**config.mk**
```make
export PLATFORM = sky130hd
export DESIGN_NAME = njs_front
export DESIGN_NICKNAME = d
export VERILOG_FILES = /design/src/rtl/njs_pkg.sv /design/src/rtl/njs_front.sv
export SDC_FILE = /design/constraint.sdc
export NUM_CORES = 2
export LEC_CHECK = 0
export ABC_AREA = 1
export ABC_CLOCK_PERIOD_IN_PS = 17500
export BUFFER_PORTS_ARGS = -buffer_cell sky130_fd_sc_hd__buf_2
export CAP_MARGIN = 0
export CELL_PAD_IN_SITES_DETAIL_PLACEMENT = 0
export CELL_PAD_IN_SITES_GLOBAL_PLACEMENT = 1
export CORE_AREA = 2 2 616 618
export DETAILED_ROUTE_END_ITERATION = 16
export DIE_AREA = 0 0 618 620
export PLACE_DENSITY = 0.53
export SLEW_MARGIN = 20
export SYNTH_ARGS = -nofsm -noshare
export SYNTH_HDL_FRONTEND = slang
export SYNTH_SLANG_ARGS = --single-unit
```
**constraint.sdc**
```tcl
create_clock -name clk -period 17.5 [get_ports clk]
set_clock_uncertainty 0.15 [all_clocks]
set_input_delay 0.875 -clock clk [delete_from_list [all_inputs] [get_ports clk]]
set_output_delay 0.875 -clock clk [all_outputs]
set_load 0.03 [all_outputs]
```
**src/rtl/njs_pkg.sv**
```systemverilog
// types, codes and helpers shared by the nearest joint solution selector
package njs_pkg;

  localparam int JOINT_FIELDS = 7;
  localparam int LANES        = 8;
  localparam int QUEUE_DEPTH  = 8;

  localparam logic [1:0] FUNC_REF  = 2'd0;
  localparam logic [1:0] FUNC_CAND = 2'd1;
  localparam logic [1:0] FUNC_END  = 2'd2;

  typedef logic signed [15:0] angle_t;
  typedef logic [15:0]        mag_t;
  typedef logic [31:0]        square_t;
  typedef logic [32:0]        pair_t;
  typedef logic [35:0]        dist_t;
  typedef logic [34:0]        tol_t;

  localparam tol_t  TOL_RESET = 35'd1678;
  localparam dist_t DIST_MAX  = '1;
  localparam mag_t  PHI_MAX   = '1;

  typedef struct packed {
    logic [1:0] func;
    angle_t     joint_0;
    angle_t     joint_1;
    angle_t     joint_2;
    angle_t     joint_3;
    angle_t     joint_4;
    angle_t     joint_5;
    angle_t     joint_6;
    angle_t     phi;
    logic       last;
  } cand_t;

  typedef struct packed {
    logic   found;
    angle_t best_joint_0;
    angle_t best_joint_1;
    angle_t best_joint_2;
    angle_t best_joint_3;
    angle_t best_joint_4;
    angle_t best_joint_5;
    angle_t best_joint_6;
    angle_t best_phi;
  } result_t;

  typedef angle_t [JOINT_FIELDS-1:0] joint_vec_t;

  typedef enum logic {
    OP_CAND,
    OP_END
  } op_t;

  // one classified item waiting between front and back
  typedef struct packed {
    op_t        op;
    logic       last;
    joint_vec_t joints;
    angle_t     phi;
    dist_t      sqdist;
  } entry_t;

  function automatic joint_vec_t unpack_joints(cand_t c);
    joint_vec_t v;
    v[0] = c.joint_0;
    v[1] = c.joint_1;
    v[2] = c.joint_2;
    v[3] = c.joint_3;
    v[4] = c.joint_4;
    v[5] = c.joint_5;
    v[6] = c.joint_6;
    return v;
  endfunction

  function automatic result_t pack_result(logic found, joint_vec_t j, angle_t phi);
    result_t r;
    r.found        = found;
    r.best_joint_0 = j[0];
    r.best_joint_1 = j[1];
    r.best_joint_2 = j[2];
    r.best_joint_3 = j[3];
    r.best_joint_4 = j[4];
    r.best_joint_5 = j[5];
    r.best_joint_6 = j[6];
    r.best_phi     = phi;
    return r;
  endfunction

  function automatic mag_t magnitude(angle_t a);
    return a[15] ? mag_t'(-a) : mag_t'(a);
  endfunction

endpackage

```
**src/rtl/njs_front.sv**
```systemverilog
// front end: takes items, holds the reference, computes squared distance in four stages
module njs_front #(
  parameter int UsedJoints = 7
) (
  input  logic            clk,
  input  logic            rst,
  input  logic            accept,
  input  njs_pkg::cand_t  cand,
  output logic            push,
  output njs_pkg::entry_t push_entry,
  output logic [2:0]      inflight
);

  njs_pkg::angle_t  ref_joints [njs_pkg::JOINT_FIELDS];
  njs_pkg::joint_vec_t in_joints;
  logic             in_push;
  njs_pkg::mag_t    in_mag [njs_pkg::LANES];

  logic             v1, v2, v3, v4;
  njs_pkg::entry_t  e1, e2, e3, e4;
  njs_pkg::mag_t    mag1 [njs_pkg::LANES];
  njs_pkg::square_t sq2 [njs_pkg::LANES];
  njs_pkg::pair_t   pair3 [njs_pkg::LANES/2];

  always_comb begin
    njs_pkg::joint_vec_t raw;
    logic signed [16:0]  d;
    raw = njs_pkg::unpack_joints(cand);
    for (int i = 0; i < njs_pkg::JOINT_FIELDS; i++) begin
      in_joints[i] = (i < UsedJoints) ? raw[i] : '0;
    end
    for (int i = 0; i < njs_pkg::LANES; i++) begin
      in_mag[i] = '0;
    end
    for (int i = 0; i < njs_pkg::JOINT_FIELDS; i++) begin
      d = '0;
      if (i < UsedJoints) begin
        d = {in_joints[i][15], in_joints[i]} - {ref_joints[i][15], ref_joints[i]};
        in_mag[i] = d[16] ? 16'(-d) : d[15:0];
      end
    end
    in_push = accept && (cand.func == njs_pkg::FUNC_CAND || cand.func == njs_pkg::FUNC_END);
  end

  // reference is taken at acceptance, so items already in the stages keep the old one
  always_ff @(posedge clk) begin
    if (rst) begin
      for (int i = 0; i < njs_pkg::JOINT_FIELDS; i++) begin
        ref_joints[i] <= '0;
      end
    end else if (accept && cand.func == njs_pkg::FUNC_REF) begin
      for (int i = 0; i < njs_pkg::JOINT_FIELDS; i++) begin
        ref_joints[i] <= in_joints[i];
      end
    end
  end

  always_ff @(posedge clk) begin
    if (rst) begin
      v1 <= 1'b0;
      v2 <= 1'b0;
      v3 <= 1'b0;
      v4 <= 1'b0;
    end else begin
      v1 <= in_push;
      v2 <= v1;
      v3 <= v2;
      v4 <= v3;
    end
  end

  always_ff @(posedge clk) begin
    e1.op     <= (cand.func == njs_pkg::FUNC_END) ? njs_pkg::OP_END : njs_pkg::OP_CAND;
    e1.last   <= cand.last;
    e1.joints <= in_joints;
    e1.phi    <= cand.phi;
    e1.sqdist <= '0;
    for (int i = 0; i < njs_pkg::LANES; i++) begin
      mag1[i] <= in_mag[i];
    end
    e2 <= e1;
    for (int i = 0; i < njs_pkg::LANES; i++) begin
      sq2[i] <= njs_pkg::square_t'(mag1[i]) * njs_pkg::square_t'(mag1[i]);
    end
    e3 <= e2;
    for (int k = 0; k < njs_pkg::LANES/2; k++) begin
      pair3[k] <= njs_pkg::pair_t'(sq2[2*k]) + njs_pkg::pair_t'(sq2[2*k+1]);
    end
    e4.op     <= e3.op;
    e4.last   <= e3.last;
    e4.joints <= e3.joints;
    e4.phi    <= e3.phi;
    e4.sqdist <= (njs_pkg::dist_t'(pair3[0]) + njs_pkg::dist_t'(pair3[1]))
               + (njs_pkg::dist_t'(pair3[2]) + njs_pkg::dist_t'(pair3[3]));
  end

  assign push       = v4;
  assign push_entry = e4;
  assign inflight   = 3'(v1) + 3'(v2) + 3'(v3) + 3'(v4);

endmodule

```
# [After elaboration in Yosys (flattened, before gate mapping)]
# Memories as Yosys holds them, arrays and structs flattened.
# Index checks and enable logic that the tools add are counted.
[op_classes] addsub=24 muxes=20 n_reduce_logical=4 mul=8 n_bitwise=7 eq_ne=2
[ops] op="$mul A16 B16 Y32" count=8
[ops] op="$mux W16" count=14
[ops] op="$add A32 B32 Y33" count=4
[ops] op="$sub A16 B16 Y17" count=7
[ops] op="$neg A16 Y16" count=7
[ops] op="$add A33 B33 Y34" count=2
[ops] op="$add A34 B34 Y35" count=1
[ops] op="$or A1 B1 Y1" count=7
[ops] op="$mux W1" count=6
[ops] op="$add A2 B1 Y3" count=1
[ops] op="$add A3 B1 Y3" count=1
[ops] op="$add A1 B1 Y2" count=1
[ops] op="$eq A2 B1 Y1 const B" count=1
[ops] op="$eq A2 B2 Y1 const B" count=1
[ops] op="$logic_and A1 B1 Y1" count=2
[ops] op="$logic_not A2 Y1" count=1
[ops] op="$logic_or A1 B1 Y1" count=1
[word_totals] input_bits=134 output_inout_bits=170 ram_bits=628 ff_bits=559 word_cells=114 mem_count=4
[mem_list] name="sq2" depth=8 width=32 rd=8 rd_clocked_by_memory_dff=0 wr=8 line="njs_front.sv:22" text="njs_pkg::square_t sq2 [njs_pkg::LANES];"
[mem_list] name="pair3" depth=4 width=33 rd=4 rd_clocked_by_memory_dff=0 wr=4 line="njs_front.sv:23" text="njs_pkg::pair_t pair3 [njs_pkg::LANES/2];"
[mem_list] name="mag1" depth=8 width=16 rd=8 rd_clocked_by_memory_dff=0 wr=8 line="njs_front.sv:21" text="njs_pkg::mag_t mag1 [njs_pkg::LANES];"
[mem_list] name="ref_joints" depth=7 width=16 rd=7 rd_clocked_by_memory_dff=0 wr=7 line="njs_front.sv:14" text="njs_pkg::angle_t ref_joints [njs_pkg::JOINT_FIELDS];"

# [Logic depth before layout (Yosys ltp)]
[logic_depth] depth_word=6 mapped_depth=28 ltp_nobuf=26

# [Least setup slack after synthesis]
# OpenSTA, ideal clock, no wires.
[synth_timing] path_kind="reg-to-reg" startpoint="memory mag1[1][43] in the netlist's numbering" endpoint="memory sq2[1][93] in the netlist's numbering" synth_period_minus_slack_ns=5.585 path_slack_ns=11.915 stages_incl_launch_ff=24 t_arrival_ns=5.322 required_ns=17.238 setup_time_ns=0.112 n_path_buf=2 path_cell_list="dfxtp_1 clkbuf_1 clkbuf_1 nand2_1 fa_1 fa_1 inv_1 fa_1 fa_1 fa_1 inv_1 fa_1 inv_1 ha_1 a21o_1 a31oi_1 nand2_1 nand2_1 nand3_1 a21o_1 nand2_1 nand2_1 nand2_1 nand2_1"
[synth_rtl] element="start: declaration" line="njs_front.sv:21"
[synth_rtl] element="end: declaration" line="njs_front.sv:22"

==> run metrics <==
cell area after synthesis=between 0.09 and 0.1 sq mm; Crit Path Category=reg -> reg; Util after Layout=between 20 and 30%; CTS buffer count=146; Post-synth EDFFs=approximately 110; worst setup margin=around 11,000 ps; initial antenna violation count=8; count of final setup violators=0; Place WS=between 10,000 and 15,000 ps; Post-DP HPWL=200 mm; Die X=between 600 and 700 um; clk sinks=~1,100; # fillers=just over 40,000; top cell type's share of synthesized area=between 20% and 30%; normalized max-slew margin=between 30% and 40%; ys flop type=dfxtp_1; Layout Area Growth over Synthesis=13.9%; IO buf count=302; Post-CTS Resized=0; global-route wire length before repair=391 mm; final period utilization=a little over a third; synth cell count leaders=inv_1, nand2_1, fa_1; CTS clk-pin slew, worst paths=60 ps; crit path DAT=~6900 ps; clk buf depth=4; met3 WL=roughly 6.4 mm; clock latency at the later pin of the worst-skew pair=around 870 ps; Post-synth ARST share=0%; GRT overflow=0; Site Rows=between 200 and 250; Crit Path Max Fanout=16; DR iter-0 viols=about 2,700; H-tree Lvls=4; fmax=around 0.16 GHz; highest metal used=met4; layout cells sized above 1=5.70%; worst endpoint required time=between 15,000 and 20,000 ps; RD Place Congestion=around 0.81; post-DR vias/cell=3.97; most common cell in the netlist=inv_1; Clock Tree Root=clkbuf_16; DRC violations left=0; critical path startpoint category=register; synthesized area per cell=between 8 and 9 sq um; drt total wl=about 240 mm; setup_tns=0 ps; critical path capture point type=register; Final Max Tran Viols=0; full die area=0.383 sq mm; IO Pins=roughly 300; Cell variety after synth=46; Mapped Cells=11,000; Syn Nets=around 13,000; Design Area, Final=roughly 0.11 sq mm; r2r setup slk=roughly 11,000 ps; largest net degree at the start of global routing=49; crit path time final=approximately 6400 ps; Die H=620 um; metal2 WL=approximately 110 mm; DR vias=around 65,000; vias in the first global route=slightly above 70,000; core area=0.377 sq mm; gr usage total=between 10% and 20%; M1 wire length=~110 mm; Hold Path Class=in -> reg; sequential area share after synthesis=25.3%; post-synthesis register bit count=1,130; Synth Warn #=0; Antenna Nets Post-Route=0; final hold vios=0; Synth area leaders=fa_1, dfxtp_1, ha_1, inv_1, nand2_1; DRT Pass-1 Iters=7; Placed Area=0.101 sq mm; Nets=around 14,000; RSZ-0062 raised after global routing=no; Yosys top cell by area=fa_1; WL/cell=14.7 um; CTS tree=built; status=finished clean; Starting Density=approximately a quarter; Slew @ Worst Pin=just under 1000 ps; max-cap violations=0
## state kept, by name (all words and copies together), names as in the netlist
name	flops
e3	130
push_entry	165
e1	130
pair3	130
push	1
e2	130
v1	1
sq2	217
v2	1
mag1	112
v3	1
ref_joints	112
## path summary, 6_finish.rpt
| check | start | cells after the start | endpoint |
|---|---|---|---|
| max | mag1[0][57] | 20 | sq2[0][125] |
| min reg2reg | e1[154] | 0 | e2[154] |
| min | cand[35] | 1 | e1[134] |
| max reg2reg | mag1[0][57] | 20 | sq2[0][125] |
## metal layers
| metal | vias to the layer above | global-route usage [%] |
|---|---|---|
| li1 | 33400 | - |
| met1 | 31000 | 17.2 |
| met2 | 660 | 22.1 |
| met3 | 234 | 1.37 |
| met4 | 0 | 3.13 |
| met5 | - | 0 |
## logic make-up after synthesis
group,Yosys count,share of synthesized area [%]
buffers and inverters,3051,12.2
AOI/OAI and AO/OA,835,5.09
DFF,1130,25.3
adders and majority gates,2171,38.6
other,1,0.00400
xor gates and xnor gates,468,4.41
and+or+nand+nor,3334,14.3
## layout by cell type, fill, tap and decap left out, drive strengths merged
master	Yosys	routed
inv	2825	2842
nand2	2234	2234
fa	1209	1209
dfxtp	1018	1018
ha	962	962
nor2	632	632
a21oi	409	409
xor2	322	322
buf	11	312
nand3	299	299
o21ai	194	194
clkbuf	215	190
xnor2	146	146
edfxtp	112	112
dlygate4sd3	0	99
nor3	70	70
a21o	64	64
o21bai	51	51
nand4	49	49
a31oi	43	43
clkinv	0	36
or2	20	20
a21boi	18	18
a221oi	13	13
nand3b	12	12
bufinv	0	12
o21a	11	11
nor4	10	10
diode	0	8
a31o	8	8
and2	8	8
a211oi	7	7
o221ai	6	6
o211ai	5	5
o31ai	4	4
clkinvlp	0	3
o221a	2	2
conb	1	1
## timing repair
item | CTS | global route
setup buffers | 0 | 0
hold endpoints to repair | 99 | 0
setup endpoints to repair | 0 | 0
hold buffers | 99 | 0
## worst max-delay path, cell delays in order, from the launching register on
cell     delay (ps)
dfxtp_1         880
nand2_1         210
fa_1            560
inv_1            70
fa_1            500
inv_1            60
fa_1            520
inv_1            50
fa_1            450
fa_1            490
inv_1            50
fa_1            470
inv_1            40
ha_1            380
nand2_1         140
nor4_1          490
nand4_1         200
nand3_1         220
nand2_1          90
nand3_1          90
xor2_1          210
## metrics by stage
stage               std cells  hold WS (ps)
floorplan               11000           160
global placement        16100           160
detailed placement      16100           162
CTS                     16400          1.00
global route            16500          22.0
finish                  16500          72.6
## final cells by class
| type | count | area [sq um] | area share [%] |
|---|---|---|---|
| tap | 5016 | 6280 | 5.87 |
| clock buffer | 190 | 4140 | 3.88 |
| inverter | 2825 | 10600 | 9.93 |
| multi-input combinational | 6809 | 58600 | 54.9 |
| timing repair buffer | 411 | 2580 | 2.41 |
| antenna | 8 | 20.0 | 0.0187 |
| clock inverter | 68 | 858 | 0.803 |
| sequential | 1130 | 23700 | 22.2 |
Power is left out: the tool's default activity adds up to more than one toggle a clock period on the data nets, which glitch-free logic cannot reach.
