**src/rtl/njs_pkg.sv**
```systemverilog
// types, codes and helpers shared by the nearest joint solution selector
package njs_pkg;

  localparam int JOINT_FIELDS = 7;
  localparam int LANES        = 8;
  localparam int QUEUE_DEPTH  = 8;

  localparam logic [1:0] FUNC_REF  = 2'd0;
  localparam logic [1:0] FUNC_CAND = 2'd1;
  localparam logic [1:0] FUNC_END  = 2'd2;

  typedef logic signed [15:0] angle_t;
  typedef logic [15:0]        mag_t;
  typedef logic [31:0]        square_t;
  typedef logic [32:0]        pair_t;
  typedef logic [35:0]        dist_t;
  typedef logic [34:0]        tol_t;

  localparam tol_t  TOL_RESET = 35'd1678;
  localparam dist_t DIST_MAX  = '1;
  localparam mag_t  PHI_MAX   = '1;

  typedef struct packed {
    logic [1:0] func;
    angle_t     joint_0;
    angle_t     joint_1;
    angle_t     joint_2;
    angle_t     joint_3;
    angle_t     joint_4;
    angle_t     joint_5;
    angle_t     joint_6;
    angle_t     phi;
    logic       last;
  } cand_t;

  typedef struct packed {
    logic   found;
    angle_t best_joint_0;
    angle_t best_joint_1;
    angle_t best_joint_2;
    angle_t best_joint_3;
    angle_t best_joint_4;
    angle_t best_joint_5;
    angle_t best_joint_6;
    angle_t best_phi;
  } result_t;

  typedef angle_t [JOINT_FIELDS-1:0] joint_vec_t;

  typedef enum logic {
    OP_CAND,
    OP_END
  } op_t;

  // one classified item waiting between front and back
  typedef struct packed {
    op_t        op;
    logic       last;
    joint_vec_t joints;
    angle_t     phi;
    dist_t      sqdist;
  } entry_t;

  function automatic joint_vec_t unpack_joints(cand_t c);
    joint_vec_t v;
    v[0] = c.joint_0;
    v[1] = c.joint_1;
    v[2] = c.joint_2;
    v[3] = c.joint_3;
    v[4] = c.joint_4;
    v[5] = c.joint_5;
    v[6] = c.joint_6;
    return v;
  endfunction

  function automatic result_t pack_result(logic found, joint_vec_t j, angle_t phi);
    result_t r;
    r.found        = found;
    r.best_joint_0 = j[0];
    r.best_joint_1 = j[1];
    r.best_joint_2 = j[2];
    r.best_joint_3 = j[3];
    r.best_joint_4 = j[4];
    r.best_joint_5 = j[5];
    r.best_joint_6 = j[6];
    r.best_phi     = phi;
    return r;
  endfunction

  function automatic mag_t magnitude(angle_t a);
    return a[15] ? mag_t'(-a) : mag_t'(a);
  endfunction

endpackage

```
**src/rtl/njs_queue.sv**
```systemverilog
// short queue of classified items between front and back
module njs_queue (
  input  logic            clk,
  input  logic            rst,
  input  logic            push,
  input  njs_pkg::entry_t push_entry,
  input  logic            pop,
  output njs_pkg::entry_t head,
  output logic            head_valid,
  output logic [$clog2(njs_pkg::QUEUE_DEPTH+1)-1:0] count
);

  localparam int PtrBits   = $clog2(njs_pkg::QUEUE_DEPTH);
  localparam int CountBits = $clog2(njs_pkg::QUEUE_DEPTH+1);

  njs_pkg::entry_t      entries [njs_pkg::QUEUE_DEPTH];
  logic [PtrBits-1:0]   wr_ptr;
  logic [PtrBits-1:0]   rd_ptr;

  always_ff @(posedge clk) begin
    if (push) begin
      entries[wr_ptr] <= push_entry;
    end
  end

  always_ff @(posedge clk) begin
    if (rst) begin
      wr_ptr <= '0;
      rd_ptr <= '0;
      count  <= '0;
    end else begin
      if (push) begin
        wr_ptr <= wr_ptr + PtrBits'(1);
      end
      if (pop) begin
        rd_ptr <= rd_ptr + PtrBits'(1);
      end
      case ({push, pop})
        2'b10:   count <= count + CountBits'(1);
        2'b01:   count <= count - CountBits'(1);
        default: count <= count;
      endcase
    end
  end

  assign head       = entries[rd_ptr];
  assign head_valid = (count != '0);

endmodule

```
**config.mk**
```make
export PLATFORM = sky130hd
export DESIGN_NAME = njs_queue
export DESIGN_NICKNAME = d
export VERILOG_FILES = /design/src/rtl/njs_pkg.sv /design/src/rtl/njs_queue.sv
export SDC_FILE = /design/constraint.sdc
export NUM_CORES = 1
export LEC_CHECK = 0
export ABC_AREA = 1
export ABC_CLOCK_PERIOD_IN_PS = 20900
export BUFFER_PORTS_ARGS = -buffer_cell sky130_fd_sc_hd__buf_2
export CAP_MARGIN = 30
export CORE_MARGIN = 2
export CORE_UTILIZATION = 50
export CTS_CLUSTER_DIAMETER = 200
export DETAILED_ROUTE_END_ITERATION = 10
export HOLD_SLACK_MARGIN = 0.03
export PLACE_DENSITY = 0.75
export SLEW_MARGIN = 20
export SYNTH_ARGS = -nofsm -noshare
export SYNTH_HDL_FRONTEND = slang
export SYNTH_SLANG_ARGS = --single-unit
```
**constraint.sdc**
```tcl
create_clock -name clk -period 20.9 [get_ports clk]
set_input_delay 4.18 -clock clk [delete_from_list [all_inputs] [get_ports clk]]
set_output_delay 4.18 -clock clk [all_outputs]
set_load 0.05 [all_outputs]
```
* Word-level counts from Yosys, hierarchy flattened
Memory sizes are Yosys's and may differ from the RTL's. A register that Yosys moved wholly into a read port is not among the register bits. Cells that the tools add are included.
Storage, ports and cells: register bits 10, memory bits (writable) 1328, input bits 170, output and inout bits 171, word-level logic and storage cells 17, memories 1
Memory list:
- entries | words 8, bits a word 166, rd ports 1, clocked after Yosys merged registers in 1, wr ports 1, line njs_queue.sv:16 | njs_pkg::entry_t entries [njs_pkg::QUEUE_DEPTH];
Operators by class: add/sub/neg operators 4, eq/ne operators 2, multiplexer cells 5, reduce and logical (&&, ||, !) cells 2
Operators by type and width (count):
- $pmux 4 s2 | 1
- $add 3x1->3 const B | 2
- $mux 3 | 2
- $add 4x1->4 const B | 1
- $reduce_bool 4->1 | 1
- $sub 4x1->4 const B | 1
- $eq 2x1->1 const B | 1
- $eq 2x2->1 const B | 1
- $mux 1 | 2
- $reduce_bool 2->1 | 1

* Logic depth before layout (Yosys ltp)
Gate-level depths: netlist of the first run.
depth in word-level cells 3, depth in mapped cells 11, depth with buffers taken out 11

* Worst setup path before layout of the first run
OpenSTA, ideal clock, no wires.
path kind input-to-reg, start point in push, end point mem entries[0][0] (netlist name) (enable), library setup time 0.694 ns, arrival time 11.469 ns, setup slack 8.737 ns, cell stages on the path 3, path buffers 0, path through inv_1 or2_2 nor2_1
Between the ends: cells in the longest elaborated chain, start to end 2
RTL lines:
- start: declaration | line njs_queue.sv:5 | input logic push,
- $mux 1 | line njs_queue.sv:21 | if (push) begin
- $mux 1 (not written as such) | line njs_queue.sv:22 | entries[wr_ptr] <= push_entry;
- end: declaration | line njs_queue.sv:16
No other way between the ends.

==> flow_summary.ini, run 1 <==
[timing]
report.final.hold_viol_count = 0
final-setup-viol-count = 0
finClkSkew_ns = 0.01920
number_of_max_slew_violations_in_the_final_report = 0
grt_setup_unrepaired = false
layout_worst_path_cycle_share = 0.4219
timing_worst_slew_pin_value_ns = 1.168
max_clock_freq_mhz = 113.4
timing.hold.ws_ns = 0.5076
tns_ns = 0
min_period_ns = 8.817
post-route-worst-setup-slack_ns = 12.08
slew-limit-headroom = 0.2217

[global_routing]
overall_routing_resource_usage = 0.2071
grt_first_pass_wirelength_mm = 171.0
first_global_vias = 29860
grt.overflow.total = 0
antenna_found_initial = 18
grt_max_degree = 200

[setup_path]
setup_slack_reg_to_reg_ns = 17.83
arrival_ns = 4.64
r2r_end = entries[7][98]
cp_max_fo = 140
crit_required_ns = 16.72
critPathLaunchType = register
worstSetupPathType = register to primary output
worst_r2r_path_depth = 5
r2r-start = wr_ptr[0]
critical_path.endpoint_type = primary output

[worst_hold_path]
timing.hold.worst_endpoint = wr_ptr[0]
hp-start = wr_ptr[0]
hold_path.class = register to register
min_delay_path_depth = 2

[final_layout]
finish.instance_area_um2 = 59290
finish.net_count = 4281
final_cells = 5604
layout_cell_share_with_drive_strength_beyond_1 = 0.1382
finish.utilization = 0.5729
area_growth_syn_to_layout_pct = 13.69

[clock_tree]
clock_latency_ns = 0.74
postCtsSetupRepairBufs = 0
clock_pin_transition_on_the_worst_setup_and_hold_timing_paths_ns = 0.05
postCtsHoldBufs = 0
htree_levels = 4
tritoncts = done
cts.root.buffer_cell = sky130_fd_sc_hd__clkbuf_16
cts_max_path_buffers = 3
cts-resized-gates = 0
total_clock_buffers_created_by_cts = 135
tritoncts_num_sinks = 1341

[run]
cap_viol_max_count = 0

[die]
die_area_um2 = 106900
num_io_pins = 341
core_region_area_um2 = 103500
num_rows = 118
floorplan.die.height_um = 327.0
die_w_um = 327.0
floorplan.initialDensity = 0.5039

[pwr]
vdd.ir_drop.worst_v = 0.00008487
leakage_power_nw = 20.37
p_per_area_nw_per_um2 = 101.5
post-layout-total-power_mw = 6.016

[synth]
synth.yosys.warnings = 0
ys_ff_latch = 1341
yosys.cell_types.count = 26
synth_cells = 3816
syn-cell-area_um2 = 52150
avgSynthCellArea_um2 = 13.67
synth.yosys.seq_area_share = 0.7696
syn-num-nets = 3991

[drt]
avgViaCountPerCell = 5.535
wl_mm = 113.2
dr_total_vias = 31020
drtIter0Drc = 2910
drt_pass1_iterations = 5
drc = 0
ant_nets = 0
wl_cell_um = 20.19

[outcome]
outcome = finished, final reports clean

[placed_design]
placed_cells_incl_taps = 5344
place.port_buffers = 340
dp_hpwl_mm = 57.95
placedInstanceArea_um2 = 54940
place_congestion = 0.7319
dp_worst_setup_slack_ns = 12.30
## critical path, cell delays in order, from the launching register on
cell and delay (ns):
sky130_fd_sc_hd__dfxtp_4 0.57, sky130_fd_sc_hd__inv_8 0.71, sky130_fd_sc_hd__buf_4 0.48, sky130_fd_sc_hd__buf_16 0.31, sky130_fd_sc_hd__buf_4 0.73, sky130_fd_sc_hd__o21ai_0 0.20
sky130_fd_sc_hd__o21ai_1 0.11, sky130_fd_sc_hd__nand2_1 0.06, sky130_fd_sc_hd__nand2_1 0.22, sky130_fd_sc_hd__buf_2 0.31
## cell families (layout without fill, tap and decap cells)
| kind of cell | after synthesis | after routing | synth area share |
|---|---|---|---|
| other cells | 0 | 12 | 0 |
| compound gates | 842 | 842 | 0.08493 |
| buf+inv | 257 | 653 | 0.02507 |
| simple gates | 1202 | 1202 | 0.08680 |
| fa+ha+maj | 5 | 5 | 0.001200 |
| mux | 166 | 166 | 0.03186 |
| flops | 1341 | 1341 | 0.7696 |
| xor+xnor | 3 | 3 | 0.0005039 |
## placed cells by master, fill, tap and decap left out, types with 2 or more instances in the layout
cell / count
sky130_fd_sc_hd__inv_1: 14
sky130_fd_sc_hd__inv_6: 2
sky130_fd_sc_hd__buf_4: 40
sky130_fd_sc_hd__clkinvlp_4: 3
sky130_fd_sc_hd__bufinv_16: 6
sky130_fd_sc_hd__a211oi_1: 3
sky130_fd_sc_hd__buf_12: 6
sky130_fd_sc_hd__a21oi_1: 7
sky130_fd_sc_hd__nand3_1: 4
sky130_fd_sc_hd__clkinv_16: 2
sky130_fd_sc_hd__ha_1: 5
sky130_fd_sc_hd__inv_16: 3
sky130_fd_sc_hd__nor2_4: 8
sky130_fd_sc_hd__o22ai_1: 166
sky130_fd_sc_hd__edfxtp_1: 1328
sky130_fd_sc_hd__clkbuf_1: 27
sky130_fd_sc_hd__xnor2_1: 3
sky130_fd_sc_hd__buf_2: 340
sky130_fd_sc_hd__nand2_1: 514
sky130_fd_sc_hd__dfxtp_4: 3
sky130_fd_sc_hd__o21ai_1: 152
sky130_fd_sc_hd__diode_2: 12
sky130_fd_sc_hd__clkinv_2: 16
sky130_fd_sc_hd__dfxtp_1: 10
sky130_fd_sc_hd__clkbuf_16: 138
sky130_fd_sc_hd__clkinv_1: 42
sky130_fd_sc_hd__o21ai_0: 514
sky130_fd_sc_hd__nor2_1: 672
sky130_fd_sc_hd__mux2i_1: 166
sky130_fd_sc_hd__clkinv_8: 5
sky130_fd_sc_hd__buf_16: 8
## where the power goes
| group | internal [mW] | switching, mW | total (mW) | leakage, nW |
|---|---|---|---|---|
| Sequential | 3.02 | 0.0205 | 3.04 | 12.2 |
| Clock | 1.29 | 0.985 | 2.28 | 2.04 |
| Combinational | 0.171 | 0.529 | 0.699 | 6.16 |
| Total | 4.48 | 1.53 | 6.02 | 20.4 |
## Yosys cell counts (all sizes together)
cell	n	area, um2
nand4	1	6.260
clkbuf	124	465.5
xnor2	3	26.28
nor3	1	5.000
buf	117	782.0
edfxtp	1328	39880
o21ai	666	3333
inv	16	60.05
ha	5	62.56
a21oi	7	35.03
a211oi	3	22.52
mux2i	166	1662
nand3	4	20.02
o22ai	166	1039
nor3b	1	7.510
nor2	680	2552
dfxtp	13	260.3
nand2	514	1929
or2	1	6.260
## how the worst max path moves through the flow
stage	startpoint	endpoint	slack, ns	cells after the start
2_1_floorplan	push	entries[0][0]	8.74	3
3_3_place_gp	register	head[73]	12.46	8
3_5_place_dp	register	head[88]	12.30	8
4_1_cts	register	head[42]	11.47	8
5_1_grt	register	head[115]	11.74	9
6_report	register	head[115]	12.08	9
## cell type report
class / instances / area (um2)
multi-input cells: 2218 / 10770
well taps: 1380 / 1727
fillers: 7863 / 44200
repair buffers: 394 / 2342
clock inverters: 78 / 650.6
inverters: 16 / 72.57
flip-flops and latches: 1341 / 40150
clock buffers: 165 / 3555
diodes: 12 / 30.03
## metal layers
metal	share of wire	vias up	track usage	wire [um]
met2	0.49	1058	0.3451	55730
met3	0.073	220	0.04227	8208
li1	-	14530	-	-
met1	0.41	15190	0.2742	46560
met5	0.00095	-	0	108
met4	0.023	18	0.06701	2558
## sequential cells by signal, indices dropped and copies added (netlist names), named ones only
signal and count:
count 4, wr_ptr 3, rd_ptr 3, entries 1328
(Power assumes the default switching activity.)
==> inputs of run 2 (changes only) <==
- ABC_CLOCK_PERIOD_IN_PS: 20900 -> 9000
- clock period: 20.9 -> 9 ns (I/O delays scaled with it)
==> flow_summary.ini, run 2 (synthesis gave the netlist of run 1 again) <==
[outcome]
outcome = finished, final reports clean

[final_layout]
fillCellCount = 7877
area_growth_syn_to_layout_pct = 13.41
layout.cells.most_common_list = sky130_fd_sc_hd__edfxtp_1, sky130_fd_sc_hd__nor2_1, sky130_fd_sc_hd__nand2_1, sky130_fd_sc_hd__o21ai_0, sky130_fd_sc_hd__buf_2
final_cells = 5589
layout_cell_share_with_drive_strength_beyond_1 = 0.1357
finish.net_count = 4264
largest_registers_ranked_by_flip_flop_count = entries x1328, count x4
largest_register_ffs = 1328
final_common_cell = sky130_fd_sc_hd__edfxtp_1
registers.top_by_ff_count = entries
finish.utilization = 0.5715

[timing]
layout_worst_path_cycle_share = 0.6811
report.final.hold_viol_count = 0
timing_worst_slew_pin_value_ns = 1.275
number_of_max_slew_violations_in_the_final_report = 0
slew-limit-headroom = 0.1501
min_period_ns = 6.130
final-setup-viol-count = 0
grt_setup_unrepaired = false
max_clock_freq_mhz = 163.1
finClkSkew_ns = 0.02674

[placed_design]
placed_cells_incl_taps = 5328
place_congestion = 0.7469
dp_hpwl_mm = 55.20
place.port_buffers = 340

[clock_tree]
total_clock_buffers_created_by_cts = 136
postCtsSetupRepairBufs = 0
cts_max_path_buffers = 3
cts-resized-gates = 0
clock_latency_ns = 0.74
tritoncts = done
tritoncts_num_sinks = 1341
postCtsHoldBufs = 0
htree_levels = 4
clock_pin_transition_on_the_worst_setup_and_hold_timing_paths_ns = 0.06
cts.root.buffer_cell = sky130_fd_sc_hd__clkbuf_16

[run]
cap_viol_max_count = 0

[global_routing]
antenna_found_initial = 28
grt_max_degree = 213
grt_first_pass_wirelength_mm = 170.3
first_global_vias = 29890
grt.overflow.total = 0
overall_routing_resource_usage = 0.2071

[die]
num_io_pins = 341
die_area_um2 = 106900
die_w_um = 327.0
floorplan.die.height_um = 327.0
core_region_area_um2 = 103500
floorplan.initialDensity = 0.5039
num_rows = 118

[setup_path]
worst_r2r_path_depth = 4
r2r_end = entries[3][134]
critPathLaunchType = register
setup_slack_reg_to_reg_ns = 6.16
worstSetupPathType = register to primary output
cp_max_fo = 149
critical_path_cell_by_cell = buf_12 > buf_4 > nor2_1 > nor2_1 > o21ai_0 > o21ai_1 > nand2_1 > nand2_1 > buf_2
critPathSlowestCell = sky130_fd_sc_hd__dfxtp_4
critical_path.endpoint_type = primary output
arrival_ns = 4.33
r2r-start = wr_ptr[0]
crit_required_ns = 7.20
critPathMaxStageDelay_ns = 0.98

[drt]
wl_cell_um = 20.16
drt_pass1_iterations = 5
avgViaCountPerCell = 5.550
ant_nets = 0
drtIter0Drc = 2660
wl_mm = 112.7
dr_total_vias = 31020
drc = 0

[worst_hold_path]
hp-start = wr_ptr[0]
timing.hold.worst_endpoint = wr_ptr[0]
min_delay_path_depth = 2
hold_path.class = register to register

[pwr]
p_per_area_nw_per_um2 = 235.6
leakage_power_nw = 20.27
vdd.ir_drop.worst_v = 0.0002041
post-layout-total-power_mw = 13.93
-- run 2: critical path, delay by kind of cell (launching register included) --
kind	cells	cell delay, ns
flops	1	0.98
compound gates	2	0.23
buf+inv	3	1.58
simple gates	4	0.47
-- run 2: how the worst max path moves through the flow --
stage / slack [ns] / startpoint / cells after the start / endpoint
after floorplan: -0.78 / push / 3 / entries[0][0]
after global placement: 3.72 / register / 7 / head[1]
after global routing: 2.63 / register / 7 / head[1]
after CTS: 2.88 / register / 7 / head[1]
final: 2.87 / register / 9 / head[116]
after detailed placement: 3.70 / register / 7 / head[1]
-- run 2: layout make-up --
class | instances | area [um2] | share of cell area
Clock buffer | 172 | 3623 | 0.06126
Inverter | 16 | 72.57 | 0.001227
Clock inverter | 71 | 529.3 | 0.008948
Antenna cell | 15 | 37.54 | 0.0006346
Multi-Input combinational cell | 2218 | 10770 | 0.1820
Timing Repair Buffer | 376 | 2240 | 0.03787
Tap cell | 1380 | 1727 | 0.02919
Sequential cell | 1341 | 40150 | 0.6788
-- run 2: through the flow --
step / setup WS, ns / TNS [ns] / hold WS (ns) / area (um2)
6_report: 2.870 / 0 / 0.5001 / 59150
5_1_grt: 2.628 / 0 / 0.5359 / 59120
4_1_cts: 2.879 / 0 / 0.4993 / 59030
3_5_place_dp: 3.696 / 0 / 0.4892 / 54870
3_3_place_gp: 3.725 / 0 / 0.4828 / 54850
2_1_floorplan: -0.7828 / -846.37 / 0.4705 / 52150
-- run 2: layer usage --
layer / up-vias / GRT usage / part of all wire
li1: 14480 / - / -
met1: 15270 / 0.2711 / 0.41
met2: 1056 / 0.3442 / 0.49
met3: 191 / 0.04947 / 0.078
met4: 28 / 0.06482 / 0.022
met5: - / 0 / 0.0017
-- run 2: power breakdown --
| group | switching (mW) | leakage, nW | total, mW | internal [mW] |
|---|---|---|---|---|
| logic | 1.22 | 6.07 | 1.61 | 0.392 |
| registers | 0.0491 | 12.2 | 7.06 | 7.01 |
| clock network | 2.26 | 2.02 | 5.26 | 3.00 |
| total | 3.53 | 20.3 | 13.9 | 10.4 |
